**src/hsv_to_rgb_converter_macros.svh**
```systemverilog
// Assertion macros for the HSV to RGB converter.
// Included by the RTL files that carry concurrent checks; needs i_clk and i_rst_n in scope.
`ifndef HSV_TO_RGB_CONVERTER_MACROS_SVH
`define HSV_TO_RGB_CONVERTER_MACROS_SVH

// Check a property on every clock edge outside reset.
`define H2R_ASSERT_CLK(lbl, prop, msg) \
    lbl: assert property (@(posedge i_clk) disable iff (!i_rst_n) (prop)) else $error(msg);

// Check that a condition holds in the cycle after a trigger.
`define H2R_ASSERT_NEXT(lbl, ante, cons, msg) \
    lbl: assert property (@(posedge i_clk) disable iff (!i_rst_n) (ante) |=> (cons)) else $error(msg);

`endif

```
**src/hsv2rgb_pkg.sv**
```systemverilog
// Shared types, constants and helpers for the HSV to RGB converter.
// No dependencies; used by every module of the block.
package hsv2rgb_pkg;

    localparam int SAT_MAX_DEF = 255;

    localparam int HUE_W    = 16;
    localparam int FRAC_W   = 13;
    localparam int CHAN_W   = 8;
    localparam int PROD_W   = 2 * CHAN_W;
    localparam int RAMP_W   = FRAC_W + CHAN_W;
    localparam int COLOR_W  = 3 * CHAN_W;

    localparam logic [HUE_W-1:0]  HUE_SECTOR = 16'd7680;
    localparam logic [HUE_W-1:0]  HUE_LIMIT  = 16'd46080;
    localparam logic [FRAC_W-1:0] FRAC_FULL  = 13'd7680;

    // x / 7680 == (x >> 9) / 15, and y / 15 == (y * 4370) >> 16 for y < 3840
    localparam int SECTOR_SHIFT = 9;
    localparam int DIV15_MUL_W  = 13;
    localparam logic [DIV15_MUL_W-1:0] DIV15_MUL = 13'd4370;
    localparam int DIV15_SHIFT  = 16;

    localparam int RECIP_SHIFT = 16;
    localparam int RECIP_W     = RECIP_SHIFT + 1;

    localparam logic [2:0] SEC_R2Y = 3'd0;
    localparam logic [2:0] SEC_Y2G = 3'd1;
    localparam logic [2:0] SEC_G2C = 3'd2;
    localparam logic [2:0] SEC_C2B = 3'd3;
    localparam logic [2:0] SEC_B2M = 3'd4;
    localparam logic [2:0] SEC_M2R = 3'd5;

    typedef struct packed {
        logic              oor;
        logic [2:0]        sector;
        logic [FRAC_W-1:0] frac;
        logic [CHAN_W-1:0] maxc;
    } t_side;

    function automatic logic [HUE_W-1:0] sector_base(input logic [2:0] sector);
        logic [HUE_W-1:0] base;
        begin
            unique case (sector)
                SEC_R2Y: base = 16'd0;
                SEC_Y2G: base = 16'd7680;
                SEC_G2C: base = 16'd15360;
                SEC_C2B: base = 16'd23040;
                SEC_B2M: base = 16'd30720;
                default: base = 16'd38400;
            endcase
            return base;
        end
    endfunction

endpackage

```
**src/hsv2rgb_span.sv**
```systemverilog
// Chroma span pipeline: clamp saturation, multiply by value, divide by SAT_MAX.
// Three register stages; division by reciprocal multiply with one correction.
// Depends on hsv2rgb_pkg.
module hsv2rgb_span #(
    parameter int SAT_MAX = hsv2rgb_pkg::SAT_MAX_DEF
) (
    input  logic                              i_clk,
    input  logic                              i_rst_n,
    input  logic                              i_valid,
    input  logic [hsv2rgb_pkg::CHAN_W-1:0]    i_sat,
    input  hsv2rgb_pkg::t_side                i_side,
    output logic                              o_valid,
    output logic [hsv2rgb_pkg::CHAN_W-1:0]    o_span,
    output hsv2rgb_pkg::t_side                o_side
);

    localparam int CW = hsv2rgb_pkg::CHAN_W;
    localparam int PW = hsv2rgb_pkg::PROD_W;
    localparam int RW = hsv2rgb_pkg::RECIP_W;
    localparam int RS = hsv2rgb_pkg::RECIP_SHIFT;
    localparam logic [CW-1:0] SatMaxW  = CW'(SAT_MAX);
    localparam logic [RW-1:0] SatRecip = RW'((1 << RS) / SAT_MAX);

    logic                r1_valid, r2_valid, r3_valid;
    logic [PW-1:0]       r1_prod, r2_prod;
    logic [CW-1:0]       r2_qe, r3_span;
    hsv2rgb_pkg::t_side  r1_side, r2_side, r3_side;

    logic [CW-1:0]       n1_sat;
    logic [PW+RW-1:0]    n2_full;
    logic [PW-1:0]       n3_back;
    logic [PW-1:0]       n3_rem;
    logic [CW-1:0]       n3_span;

    always_comb begin
        n1_sat  = (i_sat > SatMaxW) ? SatMaxW : i_sat;
        n2_full = (PW+RW)'(r1_prod) * (PW+RW)'(SatRecip);
        n3_back = PW'(r2_qe) * PW'(SatMaxW);
        n3_rem  = r2_prod - n3_back;
        n3_span = (n3_rem >= PW'(SatMaxW)) ? (r2_qe + CW'(1)) : r2_qe;
    end

    always_ff @(posedge i_clk) begin
        if (!i_rst_n) begin
            r1_valid <= 1'b0;
            r2_valid <= 1'b0;
            r3_valid <= 1'b0;
        end else begin
            r1_valid <= i_valid;
            r2_valid <= r1_valid;
            r3_valid <= r2_valid;
        end
    end

    always_ff @(posedge i_clk) begin
        r1_prod <= PW'(n1_sat) * PW'(i_side.maxc);
        r1_side <= i_side;
        r2_qe   <= n2_full[RS +: CW];
        r2_prod <= r1_prod;
        r2_side <= r1_side;
        r3_span <= n3_span;
        r3_side <= r2_side;
    end

    assign o_valid = r3_valid;
    assign o_span  = r3_span;
    assign o_side  = r3_side;

endmodule

```
**src/hsv2rgb_ramp.sv**
```systemverilog
// Ramp and channel select: interpolate the moving channel and pack the color.
// Two register stages; division by 7680 as a shift and a reciprocal multiply.
// Depends on hsv2rgb_pkg.
module hsv2rgb_ramp (
    input  logic                              i_clk,
    input  logic                              i_rst_n,
    input  logic                              i_valid,
    input  logic [hsv2rgb_pkg::CHAN_W-1:0]    i_span,
    input  hsv2rgb_pkg::t_side                i_side,
    output logic                              o_valid,
    output logic [hsv2rgb_pkg::COLOR_W-1:0]   o_color,
    output logic                              o_oor
);

    localparam int CW  = hsv2rgb_pkg::CHAN_W;
    localparam int FW  = hsv2rgb_pkg::FRAC_W;
    localparam int AW  = hsv2rgb_pkg::RAMP_W;
    localparam int SS  = hsv2rgb_pkg::SECTOR_SHIFT;
    localparam int YW  = AW - SS;
    localparam int MW  = hsv2rgb_pkg::DIV15_MUL_W;
    localparam int DS  = hsv2rgb_pkg::DIV15_SHIFT;

    logic            r1_valid, r2_valid;
    logic [AW-1:0]   r1_up_prod, r1_dn_prod;
    logic [CW-1:0]   r1_min, r1_max;
    logic [2:0]      r1_sector;
    logic            r1_oor;
    logic [3*CW-1:0] r2_color;
    logic            r2_oor;

    logic [FW-1:0]   n1_rest;
    logic [YW+MW-1:0] n2_up_full, n2_dn_full;
    logic [CW-1:0]   n2_up, n2_dn;
    logic [3*CW-1:0] n2_color;

    always_comb begin
        n1_rest    = hsv2rgb_pkg::FRAC_FULL - i_side.frac;
        n2_up_full = (YW+MW)'(r1_up_prod[AW-1:SS]) * (YW+MW)'(hsv2rgb_pkg::DIV15_MUL);
        n2_dn_full = (YW+MW)'(r1_dn_prod[AW-1:SS]) * (YW+MW)'(hsv2rgb_pkg::DIV15_MUL);
        n2_up      = r1_min + n2_up_full[DS +: CW];
        n2_dn      = r1_min + n2_dn_full[DS +: CW];
        unique case (r1_sector)
            hsv2rgb_pkg::SEC_R2Y: n2_color = {r1_max, n2_up,  r1_min};
            hsv2rgb_pkg::SEC_Y2G: n2_color = {n2_dn,  r1_max, r1_min};
            hsv2rgb_pkg::SEC_G2C: n2_color = {r1_min, r1_max, n2_up};
            hsv2rgb_pkg::SEC_C2B: n2_color = {r1_min, n2_dn,  r1_max};
            hsv2rgb_pkg::SEC_B2M: n2_color = {n2_up,  r1_min, r1_max};
            default:              n2_color = {r1_max, r1_min, n2_dn};
        endcase
        if (r1_oor) begin
            n2_color = '0;
        end
    end

    always_ff @(posedge i_clk) begin
        if (!i_rst_n) begin
            r1_valid <= 1'b0;
            r2_valid <= 1'b0;
        end else begin
            r1_valid <= i_valid;
            r2_valid <= r1_valid;
        end
    end

    always_ff @(posedge i_clk) begin
        r1_up_prod <= AW'(i_side.frac) * AW'(i_span);
        r1_dn_prod <= AW'(n1_rest) * AW'(i_span);
        r1_min     <= i_side.maxc - i_span;
        r1_max     <= i_side.maxc;
        r1_sector  <= i_side.sector;
        r1_oor     <= i_side.oor;
        r2_color   <= n2_color;
        r2_oor     <= r1_oor;
    end

    assign o_valid = r2_valid;
    assign o_color = r2_color;
    assign o_oor   = r2_oor;

endmodule

```
**src/hsv_to_rgb_converter.sv**
```systemverilog
// HSV to RGB converter top level: hue decode feeding the span and ramp pipelines.
// An accepted start passes the span stages, then the ramp stages, to the o_valid strobe; one word per cycle.
// busy is high only during reset and in the cycle after it; the output cannot stall.
// Synchronous active-low reset clears all valid bits; no word is in flight after it.
// Depends on hsv2rgb_pkg, hsv2rgb_span, hsv2rgb_ramp and the assertion macro header.
`include "hsv_to_rgb_converter_macros.svh"
module hsv_to_rgb_converter #(
    parameter int SAT_MAX = hsv2rgb_pkg::SAT_MAX_DEF
) (
    input  logic                              i_clk,
    input  logic                              i_rst_n,
    input  logic                              start,
    output logic                              busy,
    input  logic [hsv2rgb_pkg::HUE_W-1:0]     i_hue,
    input  logic [hsv2rgb_pkg::CHAN_W-1:0]    i_saturation,
    input  logic [hsv2rgb_pkg::CHAN_W-1:0]    i_brightness,
    output logic                              o_valid,
    output logic [hsv2rgb_pkg::COLOR_W-1:0]   o_color,
    output logic                              o_hue_out_of_range
);

    localparam int HW = hsv2rgb_pkg::HUE_W;
    localparam int FW = hsv2rgb_pkg::FRAC_W;
    localparam int CW = hsv2rgb_pkg::CHAN_W;

    logic               r_busy;
    logic               n_accept;
    logic [2:0]         n_sector;
    hsv2rgb_pkg::t_side n_side;
    logic               span_valid;
    logic [CW-1:0]      span_value;
    hsv2rgb_pkg::t_side span_side;

    always_ff @(posedge i_clk) begin
        if (!i_rst_n) begin
            r_busy <= 1'b1;
        end else begin
            r_busy <= 1'b0;
        end
    end

    assign busy     = r_busy;
    assign n_accept = start && !r_busy;

    always_comb begin
        priority if (i_hue < HW'(1 * hsv2rgb_pkg::HUE_SECTOR)) begin
            n_sector = hsv2rgb_pkg::SEC_R2Y;
        end else if (i_hue < HW'(2 * hsv2rgb_pkg::HUE_SECTOR)) begin
            n_sector = hsv2rgb_pkg::SEC_Y2G;
        end else if (i_hue < HW'(3 * hsv2rgb_pkg::HUE_SECTOR)) begin
            n_sector = hsv2rgb_pkg::SEC_G2C;
        end else if (i_hue < HW'(4 * hsv2rgb_pkg::HUE_SECTOR)) begin
            n_sector = hsv2rgb_pkg::SEC_C2B;
        end else if (i_hue < HW'(5 * hsv2rgb_pkg::HUE_SECTOR)) begin
            n_sector = hsv2rgb_pkg::SEC_B2M;
        end else begin
            n_sector = hsv2rgb_pkg::SEC_M2R;
        end
        n_side.oor    = (i_hue >= hsv2rgb_pkg::HUE_LIMIT);
        n_side.sector = n_sector;
        n_side.frac   = FW'(i_hue - hsv2rgb_pkg::sector_base(n_sector));
        n_side.maxc   = i_brightness;
    end

    hsv2rgb_span #(
        .SAT_MAX (SAT_MAX)
    ) u_span (
        .i_clk   (i_clk),
        .i_rst_n (i_rst_n),
        .i_valid (n_accept),
        .i_sat   (i_saturation),
        .i_side  (n_side),
        .o_valid (span_valid),
        .o_span  (span_value),
        .o_side  (span_side)
    );

    hsv2rgb_ramp u_ramp (
        .i_clk   (i_clk),
        .i_rst_n (i_rst_n),
        .i_valid (span_valid),
        .i_span  (span_value),
        .i_side  (span_side),
        .o_valid (o_valid),
        .o_color (o_color),
        .o_oor   (o_hue_out_of_range)
    );

    `H2R_ASSERT_CLK(a_latency, n_accept |-> ##5 o_valid, "accepted word missing at output")
    `H2R_ASSERT_CLK(a_no_orphan, o_valid |-> $past(n_accept, 5), "output word without input")
    `H2R_ASSERT_CLK(a_oor_black, (o_valid && o_hue_out_of_range) |-> (o_color == '0), "out-of-range hue not black")
    `H2R_ASSERT_NEXT(a_span_le_max, span_valid, $past(span_value) <= $past(span_side.maxc), "span exceeds value")

endmodule

```
**config.mk**
```make
export PLATFORM = sky130hd
export DESIGN_NAME = hsv_to_rgb_converter
export DESIGN_NICKNAME = d
export VERILOG_FILES = /design/src/hsv2rgb_pkg.sv /design/src/hsv2rgb_span.sv /design/src/hsv2rgb_ramp.sv /design/src/hsv_to_rgb_converter.sv
export VERILOG_INCLUDE_DIRS = /design/src /design/src/src
export SDC_FILE = /design/constraint.sdc
export NUM_CORES = 1
export LEC_CHECK = 0
export BUFFER_PORTS_ARGS = -buffer_cell sky130_fd_sc_hd__buf_2
export CAP_MARGIN = 20
export CORE_MARGIN = 2
export CORE_UTILIZATION = 62
export CTS_CLUSTER_SIZE = 40
export DETAILED_ROUTE_END_ITERATION = 10
export PLACE_DENSITY = 0.81
export SKIP_LAST_GASP = 1
export SLEW_MARGIN = 10
export SYNTH_ARGS = -nofsm -noshare
export SYNTH_HDL_FRONTEND = slang
export SYNTH_SLANG_ARGS = --single-unit
```
**constraint.sdc**
```tcl
create_clock -name i_clk -period 8.02 [get_ports i_clk]
set_clock_uncertainty 0.2 [all_clocks]
set_input_delay 2.406 -clock i_clk [delete_from_list [all_inputs] [get_ports i_clk]]
set_output_delay 2.406 -clock i_clk [all_outputs]
set_load 0.05 [all_outputs]
```
After elaboration in Yosys (flattened, before gate mapping)
Index checks and enable logic that the tools add are counted.
{ "word_totals": {"ram_bits": 0, "elab_cells": 74, "out_inout_bits": 27, "reg_bits": 216, "in_bits": 35, "rom_bits": 0, "n_memories": 0, "latchBits": 0} }
{ "classes": {"magnitude_cmp": 8, "shift": 0, "n_eq_ne": 8, "muxes": 10, "bitwise": 0, "n_div": 0, "reduce_logical": 4, "addsub": 7, "multipliers": 7} }
{ "op_table": {"columns": ["operator", "n"], "rows": [
  ["24-bit case mux with 5 select lines", 1],
  ["13-bit case mux with 5 select lines", 1],
  ["12-bit by 12-bit multiplier with 23-bit output (second input constant)", 2],
  ["13-bit by 8-bit multiplier with 21-bit output", 2],
  ["16-bit by 15-bit less-than comparator with 1-bit output (second input constant)", 2],
  ["16-bit by 9-bit multiplier with 24-bit output (second input constant)", 1],
  ["8-bit adder", 2],
  ["16-bit >= comparator (second input constant)", 1],
  ["16-bit by 8-bit >= comparator with 1-bit output (second input constant)", 1],
  ["16-bit by 13-bit less-than comparator with 1-bit output (second input constant)", 1],
  ["16-bit by 14-bit less-than comparator with 1-bit output (second input constant)", 1],
  ["16-bit less-than comparator (second input constant)", 1],
  ["8-bit by 8-bit multiplier with 16-bit output", 1],
  ["8-bit by 8-bit multiplier with 16-bit output (second input constant)", 1],
  ["8-bit 2-to-1 mux", 2],
  ["16-bit subtractor", 1],
  ["13-bit subtractor", 1],
  ["13-bit subtractor (first input constant)", 1],
  ["3-bit by 2-bit equality test with 1-bit output (second input constant)", 4],
  ["3-bit 2-to-1 mux", 4],
  ["8-bit by 1-bit adder with 8-bit output (second input constant)", 1],
  ["8-bit > comparator (second input constant)", 1],
  ["8-bit subtractor", 1],
  ["3-bit by 1-bit equality test with 1-bit output (second input constant)", 2],
  ["other kinds (5)", 8]
]} }

Depth between registers and ports, before layout
Gate-level depths: netlist (run 1).
{ "depth": {"word_depth": 9, "ltp_mapped": 24, "mapped_depth_nobuf": 24} }

Modules after synthesis
A second synthesis (run 1) with hierarchy kept.
{ "hier_totals": {"cells_unflattened": 2064, "hier_area_um2": 19595.0} }
{ "by_module_without_submodules": {"columns": ["module", "n_inst", "seq_area_each_um2", "cells_per_inst", "area_each_um2"], "rows": [
  ["hsv2rgb_ramp", 1, 1421.4, 1293, 11624.9],
  ["hsv2rgb_span", 1, 2522.4, 730, 7681.1],
  ["hsv_to_rgb_converter", 1, 20.0, 41, 289.0]
]} }

Least setup slack after synthesis (run 1)
Ideal clock, no wire load.
{ "synth_timing": {"path_kind": "input-to-reg", "from": "input i_saturation[1] (netlist name)", "to": "register u_span.r1_prod[15]", "cell_stages": 16, "n_path_buf": 0, "required_time_ns": 7.748, "slack_ns": 1.586, "t_arrival_ns": 6.162, "path_cell_list": "and2_1 -> fa_1 -> fa_1 -> inv_1 -> fa_1 -> fa_1 -> inv_1 -> ha_1 -> o21ai_0 -> a21boi_0 -> o21ai_0 -> a21boi_0 -> o21ai_0 -> a21oi_1 -> o41ai_1 -> xnor2_1"} }
{ "synth_between": {"elab_chain_len": 3} }
{ "synth_lines": {"columns": ["element", "line", "rtl"], "rows": [
  ["start, declared", "hsv_to_rgb_converter.sv:15", "input logic [hsv2rgb_pkg::CHAN_W-1:0] i_saturation,"],
  ["8-bit > comparator", "hsv2rgb_span.sv:36", "n1_sat = (i_sat > SatMaxW) ? SatMaxW : i_sat;"],
  ["8-bit 2-to-1 mux *", "hsv2rgb_span.sv:36", null],
  ["8-bit by 8-bit multiplier with 16-bit output *", "hsv2rgb_span.sv:56", "r1_prod <= PW'(n1_sat) * PW'(i_side.maxc);"],
  ["end signal, assigned", "hsv2rgb_span.sv:56", null],
  ["end, declared", "hsv2rgb_span.sv:25", "logic [PW-1:0] r1_prod, r2_prod;"]
]} }
Every way passes the cells marked *; elsewhere a longest branch is shown, timed or not.
A chain may end at the register's enable or synchronous reset.

Worst setup path in the final report (run 1)
{ "layout_timing": {"from": "register u_ramp.r1_dn_prod[16]", "to": "register u_ramp.r2_color[15] (netlist: u_ramp.o_color[15])"} }
{ "layout_between": {"elab_chain_len": 3} }
{ "layout_lines": {"columns": ["element", "line", "rtl"], "rows": [
  ["start, declared", "hsv2rgb_ramp.sv:24", "logic [AW-1:0] r1_up_prod, r1_dn_prod;"],
  ["start signal, assigned", "hsv2rgb_ramp.sv:67", "r1_dn_prod <= AW'(n1_rest) * AW'(i_span);"],
  ["12-bit by 12-bit multiplier with 23-bit output", "hsv2rgb_ramp.sv:39", "n2_dn_full = (YW+MW)'(r1_dn_prod[AW-1:SS]) * (YW+MW)'(hsv2rgb_pkg::DIV15_MUL);"],
  ["8-bit adder", "hsv2rgb_ramp.sv:41", "n2_dn = r1_min + n2_dn_full[DS +: CW];"],
  ["24-bit case mux with 5 select lines", "hsv2rgb_ramp.sv:42", "unique case (r1_sector)"],
  ["end signal, assigned", "hsv2rgb_ramp.sv:72", "r2_color <= n2_color;"],
  ["end, declared", "hsv2rgb_ramp.sv:28", "logic [3*CW-1:0] r2_color;"]
]} }
No other way between the ends.

==> flow_summary.toml, run 1 <==
[drt]
wl_um = 40100
antenna_left = 0
vias_per_cell = 5.60
num_vias = 14100
drt_first_iter_violations = 826
firstDrtPassIters = 6
drcViolationCount = 0
detail_route.wl_per_cell_um = 16.0

[synthesis]
synth.area.top_cells = "fa_1, ha_1, dfxtp_1, inv_1, and2_1"
synth_top_area_share_pct = 23.2
yosys_warnings = 0
syn_nets = 2658
async_flop_share_pct = 0
syn_area_per_cell_sq_um = 9.40
ys_seq_area_share_pct = 20.3
ys_ff_latch = 198
synth_ff_type = "dfxtp_1"
yosysUniqueCellTypes = 68
synth_top_cell_by_area = "fa_1"
syn_inst = 2073
synthesis.area_sq_um = 19500
synth_edf_count = 0

[timing]
setup_viol = 0
maxSlewViolCount = 0
max_slew_margin_pct = 29.9
finalCritPeriodShare_pct = 81.9
fmax_mhz = 152
hold_viol = 0
tns_ps = 0
worstMarginPinSlew_ps = 1040
period_minus_slack_ps = 6570
rsz0062_at_grt = "no"

[placement]
hpwl_um = 32100
globalplace.congestion = 0.908
io_buffers = 61

[setup_path]
worstPathRequired_ps = 8220
crit_path_start = "u_ramp.r1_dn_prod[16]"
worst_r2r_path_depth = 22
reg2reg_from = "u_ramp.r1_dn_prod[16]"
crit_type = "register to register"
cp_max_fo = 4
cp-end-kind = "register"
startpoint_type = "register"
crit_arrival_ps = 6770

[floorplanning]
core_area_sq_um = 30700
pin_count = 62
fp.dieArea_sq_um = 32900
rows = 64
die_h_um = 181
die_w_um = 181
initial_core_util_pct = 63.4

[hold_path]
hp-start = "u_span.r2_side[4]"
hold_class = "register to register"
min_path_cells = 0

[global_routing]
grt_pass1_vias = 14900
grt_first_pass_wirelength_um = 69300
antenna_found_initial = 0
grt_use_total_pct = 26.0
grt_max_degree = 37
gr-total-overflow = 0

[outcome]
status = "finished clean"

[cells_and_area]
n_antenna_cell = 0
num-nets-final = 2689
drive_above_1_share_pct = 5.38
syn2layout_area_growth_pct = 6.24

[clock_network]
cts_repair_resize_count = 0
clk_pin_slew_worst_paths_ps = 70
clock_latency_ps = 450
clk_path_buf_depth = 2
cts_sinks = 198
cts_buffers = 17
htree_num_levels = 4
cts_setup_buffers = 0
clockRootBuffer = "clkbuf_16"
tritoncts = "built"
holdBufCountCts = 0

[job]
max_cap_viol_count = 0
logic make-up (layout without fill, tap and decap cells):
kind of cell	after synthesis	after routing	synth area share (%)
compound gates	260	260	8.97
xor+xnor	98	98	4.40
fa+ha+maj	550	550	44.0
buf+inv	415	459	8.03
flops	198	198	20.3
mux	8	8	0.430
simple gates	544	544	13.8
worst max-delay path, cell delays in order, from the launching register on:
cell and delay (ps):
dfxtp_1 340, ha_1 330, inv_1 70, fa_1 500, inv_1 40, ha_1 280
ha_1 290, ha_1 220, a211oi_1 260, o211ai_1 140, a31oi_1 220, nor3_1 110
or3_1 400, a21oi_1 200, xnor2_1 100, ha_1 350, nand2_1 80, o21a_1 190
a2111oi_0 690, nor2_1 170, o311ai_0 930, and3_1 280, o21ba_2 120
layout by cell type, fill, tap and decap left out, types with 6 or more instances in the layout:
cell,instances
nor3_1,24
dfxtp_1,198
o211ai_1,8
nor2b_1,14
nand3_1,22
nand2b_1,17
o21a_1,10
a21oi_1,73
nor2_1,114
inv_1,361
nand2_1,166
fa_1,226
and3_1,6
and2_1,141
a211oi_1,14
o21ai_0,39
nand4_1,9
clkbuf_16,17
a221oi_1,7
or3_1,7
xnor2_1,67
ha_1,324
a31oi_1,10
a21boi_0,6
a21o_1,31
buf_2,61
xor2_1,31
area by class of cell:
type                       count  area (sq um)
clock buffer                  20           467
clock inverter                12           124
fill                        2378         10000
inverter                     361          1360
multi-input combinational   1460         14000
sequential                   198          3960
tap                          396           495
timing repair buffer          66           343
registers in the layout, summed over array words and instances (netlist names), 12 cells and up:
name,flops
u_span.r2_side,25
u_span.o_side,25
u_span.r1_prod,16
u_span.r2_prod,16
u_ramp.o_color,24
u_ramp.r1_up_prod,12
u_span.r1_side,25
u_ramp.r1_dn_prod,12
worst paths after layout:
check                             to  slack (ps)
setup / recovery  u_ramp.o_color[15]        1450
hold / removal      u_span.o_side[4]         120
setup reg to reg  u_ramp.o_color[15]        1450
hold reg to reg     u_span.o_side[4]         120
layer usage:
metal	global-route usage [%]	wire, um
met1	32.0	16800
met2	46.0	20300
met3	4.52	1940
met4	8.94	1160
met5	0	0
Yosys cell counts (39+ instances only):
library cell    n
nor2_1        114
xnor2_1        67
and2_1        141
dfxtp_1       198
ha_1          324
clkbuf_1       49
nand2_1       166
o21ai_0        39
a21oi_1        73
fa_1          226
inv_1         361
through the flow:
step	std cells	util (%)	hold WS [ps]	area [sq um]	setup WS [ps]
3_5_place_dp	2481	65.4	112	20100	1090
6_report	2513	67.4	122	20700	1450
4_1_cts	2513	67.4	121	20700	1490
2_1_floorplan	2073	-	110	19500	1590
5_1_grt	2513	67.4	131	20700	873
3_3_place_gp	2481	65.4	111	20100	1210
Power of run 1 is left out: the tool's default activity adds up to more than one toggle a clock period on the data nets, which glitch-free logic cannot reach.
==> inputs of run 2 (changes only) <==
==> constraint.sdc (replaced) <==
create_clock -name i_clk -period 6.5 [get_ports i_clk]
set_clock_uncertainty 0.2 [all_clocks]
set_input_delay 1.95 -clock i_clk [delete_from_list [all_inputs] [get_ports i_clk]]
set_output_delay 1.95 -clock i_clk [all_outputs]
set_load 0.05 [all_outputs]
==> flow_summary.toml, run 2 (synthesis results as in run 1) <==
[outcome]
status = "finished clean"

[floorplanning]
core_area_sq_um = 30700
rows = 64
die_w_um = 181
pin_count = 62
initial_core_util_pct = 63.4
fp.dieArea_sq_um = 32900
die_h_um = 181

[drt]
drcViolationCount = 0
antenna_left = 0
vias_per_cell = 5.64
num_vias = 14300
detail_route.wl_per_cell_um = 16.5
wl_um = 41900
drt_first_iter_violations = 970
firstDrtPassIters = 5

[cells_and_area]
drive_above_1_share_pct = 6.68
regArea_sq_um = 3960
final_common_cell = "inv_1"
syn2layout_area_growth_pct = 7.47
num-nets-final = 2713
n_antenna_cell = 0
multi_input_area_sq_um = 14000
final_cell_mix = "inv_1, ha_1, fa_1"
nFillCells = 2346

[global_routing]
use_met2_pct = 48.3
grt_pass1_vias = 15300
grt_util_met3_pct = 4.11
grt_use_total_pct = 27.2
top_usage_layer = "met2"
gr-total-overflow = 0
grt_max_degree = 37
grtUsageMet1_pct = 33.7
grt_first_pass_wirelength_um = 72300
antenna_found_initial = 0

[setup_path]
worstPathRequired_ps = 6690
cp_max_fo = 8
r2r_setup_slack_ps = 310
cp-end-kind = "register"
crit_type = "register to register"
startpoint_type = "register"
crit_arrival_ps = 6380

[hold_path]
hold_class = "register to register"

[timing]
hold_viol = 0
finalCritPeriodShare_pct = 95.2
max_slew_margin_pct = 38.4
fmax_mhz = 162
worstMarginPinSlew_ps = 923
rsz0062_at_grt = "no"
setup_viol = 0
maxSlewViolCount = 0
tns_ps = 0
period_minus_slack_ps = 6190

[clock_network]
cts_buffers = 17
holdBufCountCts = 0
clockRootBuffer = "clkbuf_16"
tritoncts = "built"
htree_num_levels = 4
cts_sinks = 198
clk_path_buf_depth = 2
clk_pin_slew_worst_paths_ps = 80
clock_latency_ps = 470

[job]
max_cap_viol_count = 0

[placement]
io_buffers = 61
globalplace.congestion = 0.900
hpwl_um = 34000
[run 2: worst max-delay path: stages, from the launching register on]
cell	delay, ps
dfxtp_1	430
inv_1	140
ha_1	230
nand2b_1	110
nor2_1	60
xnor2_1	130
buf_4	170
and2_1	170
fa_1	560
fa_1	460
fa_1	550
inv_1	60
fa_1	530
inv_1	40
ha_1	310
a21o_1	190
a21o_1	190
a21o_1	170
a41o_1	230
a221o_1	390
a211oi_2	300
o21bai_1	150
a21oi_1	210
xnor2_1	140
[run 2: routing by layer]
metal,vias up,routed length [um]
li1,6803,-
met1,7058,17700
met2,359,21200
met3,87,1680
met4,0,1330
met5,-,0
[run 2: what timing repair did]
item	4_1_cts	5_1_grt
gates resized for setup	0	6
endpoints found under the setup margin	0	6
setup buffers	0	0
[run 2: cell type report]
class,count,share of cell area (%)
clock inverters,14,0.860
flip-flops and latches,198,18.9
inverters,361,6.47
multi-input cells,1460,66.8
clock buffers,18,2.10
well taps,396,2.36
repair buffers,90,2.50
[run 2: path summary, 6_finish.rpt]
path | startpoint | endpoint | depth (start not counted)
max reg2reg | u_span.o_side[9] | u_ramp.r1_dn_prod[19] | 23
min reg2reg | u_span.o_side[24] | u_ramp.r1_oor | 0
max | u_span.o_side[9] | u_ramp.r1_dn_prod[19] | 23
min | u_span.o_side[24] | u_ramp.r1_oor | 0
[run 2: metrics by stage]
| stage | util (%) | hold slack [ps] | area (sq um) | instances | worst slack [ps] |
|---|---|---|---|---|---|
| 4_1_cts | 68.0 | 127 | 20900 | 2537 | 144 |
| 3_3_place_gp | 66.0 | 111 | 20300 | 2505 | 183 |
| 3_5_place_dp | 66.0 | 112 | 20300 | 2505 | 66.3 |
| 5_1_grt | 68.1 | 132 | 21000 | 2537 | 25.9 |
| 2_1_floorplan | - | 110 | 19500 | 2073 | 522 |
| 6_report | 68.1 | 126 | 21000 | 2537 | 311 |
Power of run 2 is left out for the same reason.
